`config.mk`:
```
export PLATFORM = sky130hd
export DESIGN_NAME = rrr_cell
export DESIGN_NICKNAME = d
export VERILOG_FILES = /design/src/rtl/core/rrr_pkg.sv /design/src/rtl/core/rrr_cell.sv
export SDC_FILE = /design/constraint.sdc
export NUM_CORES = 1
export LEC_CHECK = 0
export BUFFER_PORTS_ARGS = -buffer_cell sky130_fd_sc_hd__buf_2
export CAP_MARGIN = 10
export CORE_MARGIN = 8
export CORE_UTILIZATION = 40
export CTS_CLUSTER_DIAMETER = 200
export CTS_CLUSTER_SIZE = 25
export DETAILED_ROUTE_END_ITERATION = 6
export PLACE_DENSITY = 0.78
export SLEW_MARGIN = 30
export SYNTH_ARGS = -nofsm -noshare
export SYNTH_HDL_FRONTEND = slang
export SYNTH_SLANG_ARGS = --single-unit
```
`constraint.sdc`:
```
create_clock -name clk -period 9.5 [get_ports clk]
set_input_delay 1.9 -clock clk [delete_from_list [all_inputs] [get_ports clk]]
set_output_delay 1.9 -clock clk [all_outputs]
set_load 0.005 [all_outputs]
```
`src/rtl/core/rrr_pkg.sv`:
```
// Shared types and constants for the replica read router.
// Used by the replica cell, the top level, both checkers and the testbench; no dependencies.
package rrr_pkg;

    localparam logic [2:0] OP_ROUTE  = 3'd0;
    localparam logic [2:0] OP_ADD    = 3'd1;
    localparam logic [2:0] OP_REMOVE = 3'd2;
    localparam logic [2:0] OP_UPDATE = 3'd3;
    localparam logic [2:0] OP_LEADER = 3'd4;

    localparam logic [1:0] POL_LEADER = 2'd0;
    localparam logic [1:0] POL_RROBIN = 2'd1;
    localparam logic [1:0] POL_LEAST  = 2'd2;
    localparam logic [1:0] POL_RANDOM = 2'd3;

    localparam logic [7:0] CFG_READ_POLICY  = 8'd0;
    localparam logic [7:0] CFG_MAX_READ_LAG = 8'd1;

    localparam logic [31:0] HASH_MULT = 32'd2654435761;

    typedef struct packed {
        logic [15:0] key;
        logic        linked;
        logic        streaming;
        logic        attached;
        logic [63:0] position;
    } entry_t;

    typedef struct packed {
        logic load_new;
        logic load_upd;
        logic shift;
    } cell_ctrl_t;

endpackage

```
`src/rtl/core/rrr_cell.sv`:
```
// One table slot: holds a replica entry and judges its own read eligibility.
// Depends on rrr_pkg; loads from its upper neighbour when the table compacts.
module rrr_cell
    import rrr_pkg::*;
(
    input  logic        clk,
    input  cell_ctrl_t  ctrl,
    input  entry_t      neighbour,
    input  logic [15:0] new_key,
    input  logic        new_linked,
    input  logic        new_streaming,
    input  logic        new_attached,
    input  logic [63:0] new_position,
    input  logic [63:0] leader_pos,
    input  logic [63:0] max_lag,
    output entry_t      entry,
    output logic        key_match,
    output logic        eligible,
    output logic [63:0] lag
);

    entry_t entry_reg;
    entry_t entry_next;

    always_comb
    begin
        entry_next = entry_reg;
        if (ctrl.shift)
        begin
            entry_next = neighbour;
        end
        else if (ctrl.load_new)
        begin
            entry_next.key       = new_key;
            entry_next.linked    = 1'b0;
            entry_next.streaming = 1'b0;
            entry_next.attached  = 1'b0;
            entry_next.position  = 64'd0;
        end
        else if (ctrl.load_upd)
        begin
            entry_next.linked    = new_linked;
            entry_next.streaming = new_streaming;
            entry_next.attached  = new_attached;
            entry_next.position  = new_position;
        end
    end

    always_ff @(posedge clk)
    begin
        entry_reg <= entry_next;
    end

    assign entry     = entry_reg;
    assign key_match = (entry_reg.key == new_key);
    assign lag       = (leader_pos > entry_reg.position) ? leader_pos - entry_reg.position
                                                         : 64'd0;
    assign eligible  = entry_reg.linked && entry_reg.streaming && entry_reg.attached
                       && ((max_lag == 64'd0) || (lag <= max_lag));

endmodule

```
==> out/results.ini, run 1 <==
[sta]
relSlewSlack_pct = 42.4
finalSetupViolations = 0
fin_setup_tns_ns = 0
worst_pin_slew_ns = 0.853
finalCritPeriodShare_pct = 94.0
drv_slew = 0
fmax_ghz = 0.112
min_period_ns = 8.93
rsz0062_at_grt = false
timing.final.hold_violations = 0

[floorplanning]
coreArea_um2 = 25100
io_pins = 447
die_y_um = 175
num_rows = 58
die_area_um2 = 30800
initial_utilization_pct = 40.5
die_w_um = 175

[synthesis]
netlist_area_um2 = 10200
syn-num-nets = 1639
yosysTopAreaCell = edfxtp_1
synth.area.top_cells = edfxtp_1, ha_1, a22o_1, inv_1, a21oi_1
synthArstFlopShare_pct = 0
syn-instance-count = 1212
synth-edff-count = 83
yosys.cell_types.count = 78
synthFlopType = edfxtp_1
yosysSeqAreaShare_pct = 24.5
avgSynthCellArea_um2 = 8.39
ys_warn_count = 0
ys_ff_latch = 83
synth_top_area_share_pct = 24.5

[grt]
use_met3_pct = 5.95
busiest_layer = met2
gr-total-overflow = 0
use_met2_pct = 48.5
grt_pass1_vias = 11300
grt_pass1_wl_um = 65500
use_met1_pct = 32.7
grtUsageTotal_pct = 27.2
antenna_found_initial = 6
grt_max_degree = 87

[cts]
cts_sinks = 83
cts_tree = done
h-tree-depth = 3
ctsResizeCount = 0
clk_path_buf_depth = 2
cts-root-buf = clkbuf_16
clk_pin_slew_ns = 0.09
cts_inserted_buffers = 9
cts_setup_buffers = 0
cts_hold_buffers = 0

[final_layout]
fin_nets = 2052
largest_register_ffs = 83
drive_above_1_share_pct = 32.3
final_common_cell = buf_2
final_cell_mix = buf_2, inv_1, ha_1
final_cell_area_um2 = 12900
area_delta_synth_final_pct = 27.0

[detailed_routing]
route.detailed.drc = 0
wl_per_cell_um = 22.3
drt_first_pass_iters = 5
drt_iter0_markers = 888
vias = 11100
antenna_left = 0
wl_um = 43800
vias_per_cell = 5.64

[outcome]
status = finished clean

[placement]
port_buffers = 446
hpwl_um = 37700
gp_congestion = 0.945
dpl_cell_area_um2 = 12600

[job]
drv_cap = 0

[critical_path]
endpoint_kind = primary output
worstSetupStartpointType = input pin
path_class = in -> out
worstPathRequired_ns = 7.60
crit_arrival_ns = 7.03
critical_path.max_fanout = 34

[pwr]
p_leak_nw = 6.63
p_per_area_nw_per_um2 = 146
ir_drop_mv = 0.106

[worst_hold_path]
worstHoldPathType = in -> reg

kinds of logic (layout without fill, tap and decap cells):
family | after synthesis | count (layout) | share of synthesized area [%]
XOR/XNOR | 52 | 52 | 4.48
flip-flops | 83 | 83 | 24.5
multiplexers | 23 | 23 | 2.47
AND/OR/NAND/NOR | 328 | 328 | 17.1
AO/OA/AOI/OAI | 397 | 397 | 27.1
adder cells (fa/ha/maj) | 129 | 129 | 15.9
other | 0 | 3 | 0
buffers and inverters | 200 | 618 | 8.44
routing by layer:
layer  up-vias  part of all wire [%]
li1       5311                     -
met1      5184                    40
met2       521                    49
met4         0                   2.2
met3        60                   8.2
met5         -                     0
critical path, cell delays in order:
cell	delay [ns]
buf_2	0.09
inv_1	0.05
ha_1	0.18
inv_1	0.06
fa_1	0.42
a211oi_1	0.39
o21ai_0	0.18
o211ai_2	0.14
a21o_2	0.19
a21oi_1	0.09
o21ai_1	0.29
and2_2	0.71
buf_4	0.33
nor2_1	0.11
ha_1	0.30
a21o_1	0.18
a21o_1	0.17
a21oi_1	0.22
o211ai_1	0.17
a221oi_1	0.28
o21ai_0	0.13
a21oi_1	0.28
buf_2	0.18
report_power, final:
group          switching, mW  leakage (nW)  total [mW]  internal (mW)
Combinational          0.610          5.59        1.03          0.422
Sequential            0.0236         0.889       0.472          0.448
Clock                  0.196         0.148       0.384          0.188
through the flow:
step                      utilization, %  cells  hold WS (ns)  power (mW)  setup WS, ns
final                               51.5   1963          1.81        1.89         0.568
after global routing                51.5   1963          1.82        2.01         0.167
after CTS                           51.2   1958          1.80        1.89         0.563
after detailed placement            50.0   1942          2.19        1.50         0.598
after global placement              50.0   1942          2.18        1.48         0.690
after floorplan                        -   1212          2.09        1.11          2.03
final cells by class:
| class | instances | area, µm² |
|---|---|---|
| clock inverter | 7 | 73.8 |
| clock buffer | 9 | 225 |
| antenna | 3 | 7.51 |
| sequential | 83 | 2490 |
| fill | 2474 | 12200 |
| tap | 330 | 413 |
| inverter | 150 | 563 |
| multi-input combinational | 929 | 6830 |
| timing repair buffer | 452 | 2310 |
path summary, 6_finish.rpt:
| kind | start | endpoint | cells after the start |
|---|---|---|---|
| max | leader_pos[0] | eligible | 23 |
| min | new_position[15] | entry[15] | 2 |
synthesized netlist by cell type (12+ instances only):
library cell,count
a21o_1,54
a21oi_1,106
a22o_1,66
clkbuf_1,22
edfxtp_1,83
ha_1,128
inv_1,149
mux2_2,17
nand2_1,70
nand2b_1,12
nand4_1,45
nor2_1,84
nor3_1,23
nor4_1,22
o21a_1,13
o21ai_0,71
o21bai_1,17
xnor2_1,36
xor2_1,16
No activity file was read; power rests on OpenSTA's default activity.
==> run 2: changes to the inputs <==
Settings changed: GPL_TIMING_DRIVEN set to 0.
==> run 2 against run 1 <==
  * Die area is the same
  * Sequential share of layout area is 0.34 points lower
  * Setup slack worse by 0.18 ns
  * Utilization rose by 0.91 points
  * Fmax is 1.9% lower
  * Critical path type unchanged
  * Largest cell class unchanged
  * Highest routed layer unchanged
==> out/results.ini, run 2 (synthesis gave the netlist of run 1 again) <==
[sta]
finalSetupViolations = 0
timing.final.hold_violations = 0
finalCritPeriodShare_pct = 95.9
rsz0062_at_grt = false
min_period_ns = 9.11
relSlewSlack_pct = 34.5
fmax_ghz = 0.110
worst_pin_slew_ns = 0.970
fin_setup_tns_ns = 0
drv_slew = 0

[pwr]
p_int_mw = 1.09
seq_power_share_pct = 24.5
p_switching_uw = 831
total_power_mw = 1.92
p_leak_nw = 6.76
ir_drop_mv = 0.104
pwr-share-comb_pct = 54.9
swShare_pct = 43.2
clkPwrFrac_pct = 20.6
p_per_area_nw_per_um2 = 146

[worst_hold_path]
worstHoldPathType = in -> reg
hold_depth = 2

[cts]
cts_tree = done
clk_path_buf_depth = 2
clk_pin_slew_ns = 0.08
cts_setup_buffers = 0
h-tree-depth = 3
cts-root-buf = clkbuf_16
ctsResizeCount = 0
cts_hold_buffers = 0
cts_inserted_buffers = 9
cts_sinks = 83

[grt]
grt_pass1_vias = 11300
antenna_found_initial = 6
grt_pass1_wl_um = 66100
grt_max_degree = 41
gr-total-overflow = 0
grtUsageTotal_pct = 27.7

[detailed_routing]
antenna_left = 0
vias_per_cell = 5.66
drt_iter0_markers = 1079
drt_first_pass_iters = 5
route.detailed.drc = 0
wl_per_cell_um = 22.5
wl_um = 45200
vias = 11400

[critical_path]
path_class = in -> out
critPathBufInv = 3
worstSetupStartpointType = input pin
cpPeakStageDelay_ns = 0.46
cp.depth = 23
cp_common_cell = o21ai_0
endpoint_kind = primary output
worstPathCellList = buf_2 -> ha_1 -> nand2_1 -> o21ai_0 -> a221oi_1 -> o21ai_0 -> a221o_1 -> o21ai_1 -> nand2_2 -> buf_4 -> o21ai_0 -> a21oi_1 -> ha_1 -> a21o_1 -> a21o_1 -> a21oi_1 -> o21ai_0 -> nand2_1 -> o211ai_1 -> a221oi_1 -> o21ai_0 -> a21oi_1 -> buf_2
cp_slowest_cell = a221oi_1
worstPathRequired_ns = 7.60
critPathTopFamily = compound AO/OA/AOI/OAI gates
critical_path.max_fanout = 10
crit_arrival_ns = 7.21

[final_layout]
drive_above_1_share_pct = 32.6
area_delta_synth_final_pct = 29.3
final_common_cell = buf_2
fin_nets = 2096
final_cell_mix = buf_2, inv_1, ha_1
seqCellArea_um2 = 2490
multi_input_area_um2 = 6820
n_fill_cell = 2454
largest_register_ffs = 83

[floorplanning]
coreArea_um2 = 25100
die_w_um = 175
io_pins = 447
num_rows = 58
initial_utilization_pct = 40.5
die_area_um2 = 30800
die_y_um = 175

[placement]
hpwl_um = 39100
gp_congestion = 0.959
port_buffers = 445

[job]
drv_cap = 0

[outcome]
status = finished clean

[run 2: cell types whose count changed in the layout (fill, tap and decap cells not counted), moves of 2 or more]
cell,before,now
clkbuf_8,0,4
buf_6,0,5
clkbuf_1,0,22
buf_2,445,455
buf_4,5,3
clkbuf_2,0,5
[run 2: path summary, 6_finish.rpt]
path | startpoint | to | slack (ns)
max | leader_pos[27] | eligible | 0.39
min | new_position[33] | entry[33] | 1.83
[run 2: metal layers]
layer	vias up	GRT usage, %	routed length (µm)
li1	5399	-	-
met1	5308	33.1	17700
met2	576	48.1	21900
met3	69	7.64	4480
met4	0	7.74	1150
met5	-	0	0
[run 2: layout make-up]
type / instances / area share, %
inverters: 150 / 4.28
diodes: 3 / 0.0571
well taps: 330 / 3.14
multi-input cells: 929 / 51.9
flip-flops and latches: 83 / 19.0
clock buffers: 9 / 1.71
plain buffers: 50 / 2.25
repair buffers: 446 / 17.1
clock inverters: 7 / 0.619
[run 2: stage by stage]
stage	hold slack [ns]	worst slack (ns)	util [%]	instances	area (µm²)
2_1_floorplan	2.09	2.03	-	1212	10200
3_3_place_gp	2.18	0.559	51.0	1987	12800
3_5_place_dp	2.19	0.506	51.1	1988	12800
4_1_cts	1.82	0.472	52.3	2004	13100
5_1_grt	1.82	0.0722	52.4	2007	13100
6_report	1.83	0.391	52.4	2007	13100
[run 2: power by group through the flow]
stage | Combinational, mW | Clock (mW) | Sequential (mW)
2_1_floorplan | 0.627 | 0 | 0.480
3_3_place_gp | 1.02 | 0 | 0.479
3_5_place_dp | 1.04 | 0 | 0.479
4_1_cts | 1.05 | 0.400 | 0.471
5_1_grt | 1.16 | 0.411 | 0.476
6_report | 1.06 | 0.396 | 0.472
==> run 3: changes to the inputs <==
Settings changed: CORE_ASPECT_RATIO set to 1.75.
==> run 3 against run 2 <==
  * Final cell count is 0.60% lower
  * Die area increased by 0.66%
  * Global-route usage down 0.33 points
  * Total power decreased by 1.3%
  * Utilization shrank 0.11 points
  * Wire length down 3.3%
  * Clock power shrank 5%
  * Critical path depth is the same
  * Hold slack lost 0.026 ns
  * Setup slack better by 0.0045 ns
  * Via count is 1.3% lower
  * Sequential power hardly changed
  * Critical endpoint unchanged
  * Largest cell class unchanged
==> out/results.ini, run 3 (synthesis gave the netlist of run 1 again) <==
[outcome]
status = finished clean

[floorplanning]
coreArea_um2 = 25100
die_y_um = 227
die_w_um = 137
die_area_um2 = 31000
num_rows = 77
io_pins = 447
initial_utilization_pct = 40.4

[final_layout]
drive_above_1_share_pct = 32.6
final_cell_area_um2 = 13100
utilization_pct = 52.3
seqCellArea_um2 = 2490
n_fill_cell = 2478
post_layout_nonfiller_instances = 1995
fin_nets = 2096
final_common_cell = buf_2
multi_input_area_um2 = 6830
largest_register_ffs = 83
final_cell_mix = buf_2, inv_1, ha_1
area_delta_synth_final_pct = 29.2

[cts]
cts-root-buf = clkbuf_16
h-tree-depth = 3
ctsResizeCount = 0
cts_setup_buffers = 0
cts_sinks = 83
cts_tree = done
clk_path_buf_depth = 2
cts_inserted_buffers = 9
cts_hold_buffers = 0
clk_pin_slew_ns = 0.08

[grt]
grt_pass1_vias = 11700
grtUsageTotal_pct = 27.4
grt_max_degree = 36
gr-total-overflow = 0
grt_pass1_wl_um = 64600
antenna_found_initial = 9

[critical_path]
cp_common_cell = o21ai_0
setup.worst_path.start = leader_pos[17]
critPathTopFamily = compound AO/OA/AOI/OAI gates
path_class = in -> out
endpoint_kind = primary output
cp_slowest_cell = a21oi_1
worstPathRequired_ns = 7.60
crit_arrival_ns = 7.20
worstSetupStartpointType = input pin
worstPathCellList = buf_2 -> ha_1 -> a21oi_1 -> o21ai_0 -> a221oi_1 -> o21ai_0 -> a221o_1 -> o21ai_1 -> and2_1 -> buf_6 -> buf_2 -> nor2_1 -> ha_1 -> a21o_1 -> a21o_1 -> a21oi_1 -> o21ai_0 -> nand2_1 -> o211ai_1 -> a221oi_1 -> o21ai_0 -> a21oi_1 -> buf_2
critPathBufInv = 4
cpPeakStageDelay_ns = 0.41
critical_path.max_fanout = 10
cp.depth = 23

[detailed_routing]
drt_first_pass_iters = 7
drt_iter0_markers = 540
antenna_left = 0
wl_per_cell_um = 21.9
vias_per_cell = 5.61
vias = 11200
route.detailed.drc = 0
wl_um = 43700

[worst_hold_path]
worstHoldPathType = in -> reg
hold_depth = 2
worstHoldStart = new_position[24]

[placement]
gp_congestion = 0.977
port_buffers = 445
dpl_cell_area_um2 = 12800
place_ws_ns = 0.461
hpwl_um = 38300
place_inst = 1974

[pwr]
p_per_area_nw_per_um2 = 144
seq_power_share_pct = 24.9
ir_drop_mv = 0.118
p_switching_uw = 809
clkPwrFrac_pct = 19.9
swShare_pct = 42.6
p_int_mw = 1.09
p_leak_nw = 6.75
pwr-share-comb_pct = 55.2

[job]
drv_cap = 0

[sta]
fmax_ghz = 0.110
fin_setup_tns_ns = 0
rsz0062_at_grt = false
drv_slew = 0
fin_ws_ns = 0.396
finalCritPeriodShare_pct = 95.8
timing.final.hold_violations = 0
finalSetupViolations = 0
min_period_ns = 9.10
relSlewSlack_pct = 43.4
worst_pin_slew_ns = 0.849

==> run 3: cell types whose count changed in the layout (fill, tap and decap cells not counted), sizes merged <==
| cell | previous run | this run |
|---|---|---|
| diode | 3 | 5 |
| inv | 155 | 154 |
| clkinvlp | 0 | 1 |
==> run 3: final timing paths <==
path                        end
worst max-delay path   eligible
worst min-delay path  entry[24]
==> run 3: final cells by class <==
| class | instances | share of cell area [%] |
|---|---|---|
| diodes | 5 | 0.0952 |
| plain buffers | 50 | 2.25 |
| clock buffers | 9 | 1.71 |
| clock inverters | 7 | 0.600 |
| inverters | 150 | 4.28 |
| multi-input cells | 929 | 52.0 |
| flip-flops and latches | 83 | 19.0 |
| well taps | 316 | 3.01 |
| repair buffers | 446 | 17.1 |
==> run 3: per-layer routing <==
metal,vias to the layer above,global-route usage [%],share of wire [%]
met3,115,8.46,9.3
met5,-,0,0.17
met1,5139,27.1,34
met4,12,14.3,4.5
li1,5414,-,-
met2,519,49.9,52
==> run 3: metrics by stage <==
stage                     hold slack (ns)  power (mW)
after global placement               2.18        1.50
final                                1.80        1.90
after CTS                            1.78        1.90
after detailed placement             2.19        1.52
after floorplan                      2.09        1.11
after global routing                 1.80        2.02
==> run 3: power by group through the flow <==
stage / Combinational [mW] / Clock [mW] / Sequential (mW)
after global routing: 1.15 / 0.394 / 0.477
after CTS: 1.04 / 0.387 / 0.473
final: 1.05 / 0.378 / 0.472
after global placement: 1.02 / 0 / 0.480
after floorplan: 0.627 / 0 / 0.480
after detailed placement: 1.04 / 0 / 0.481
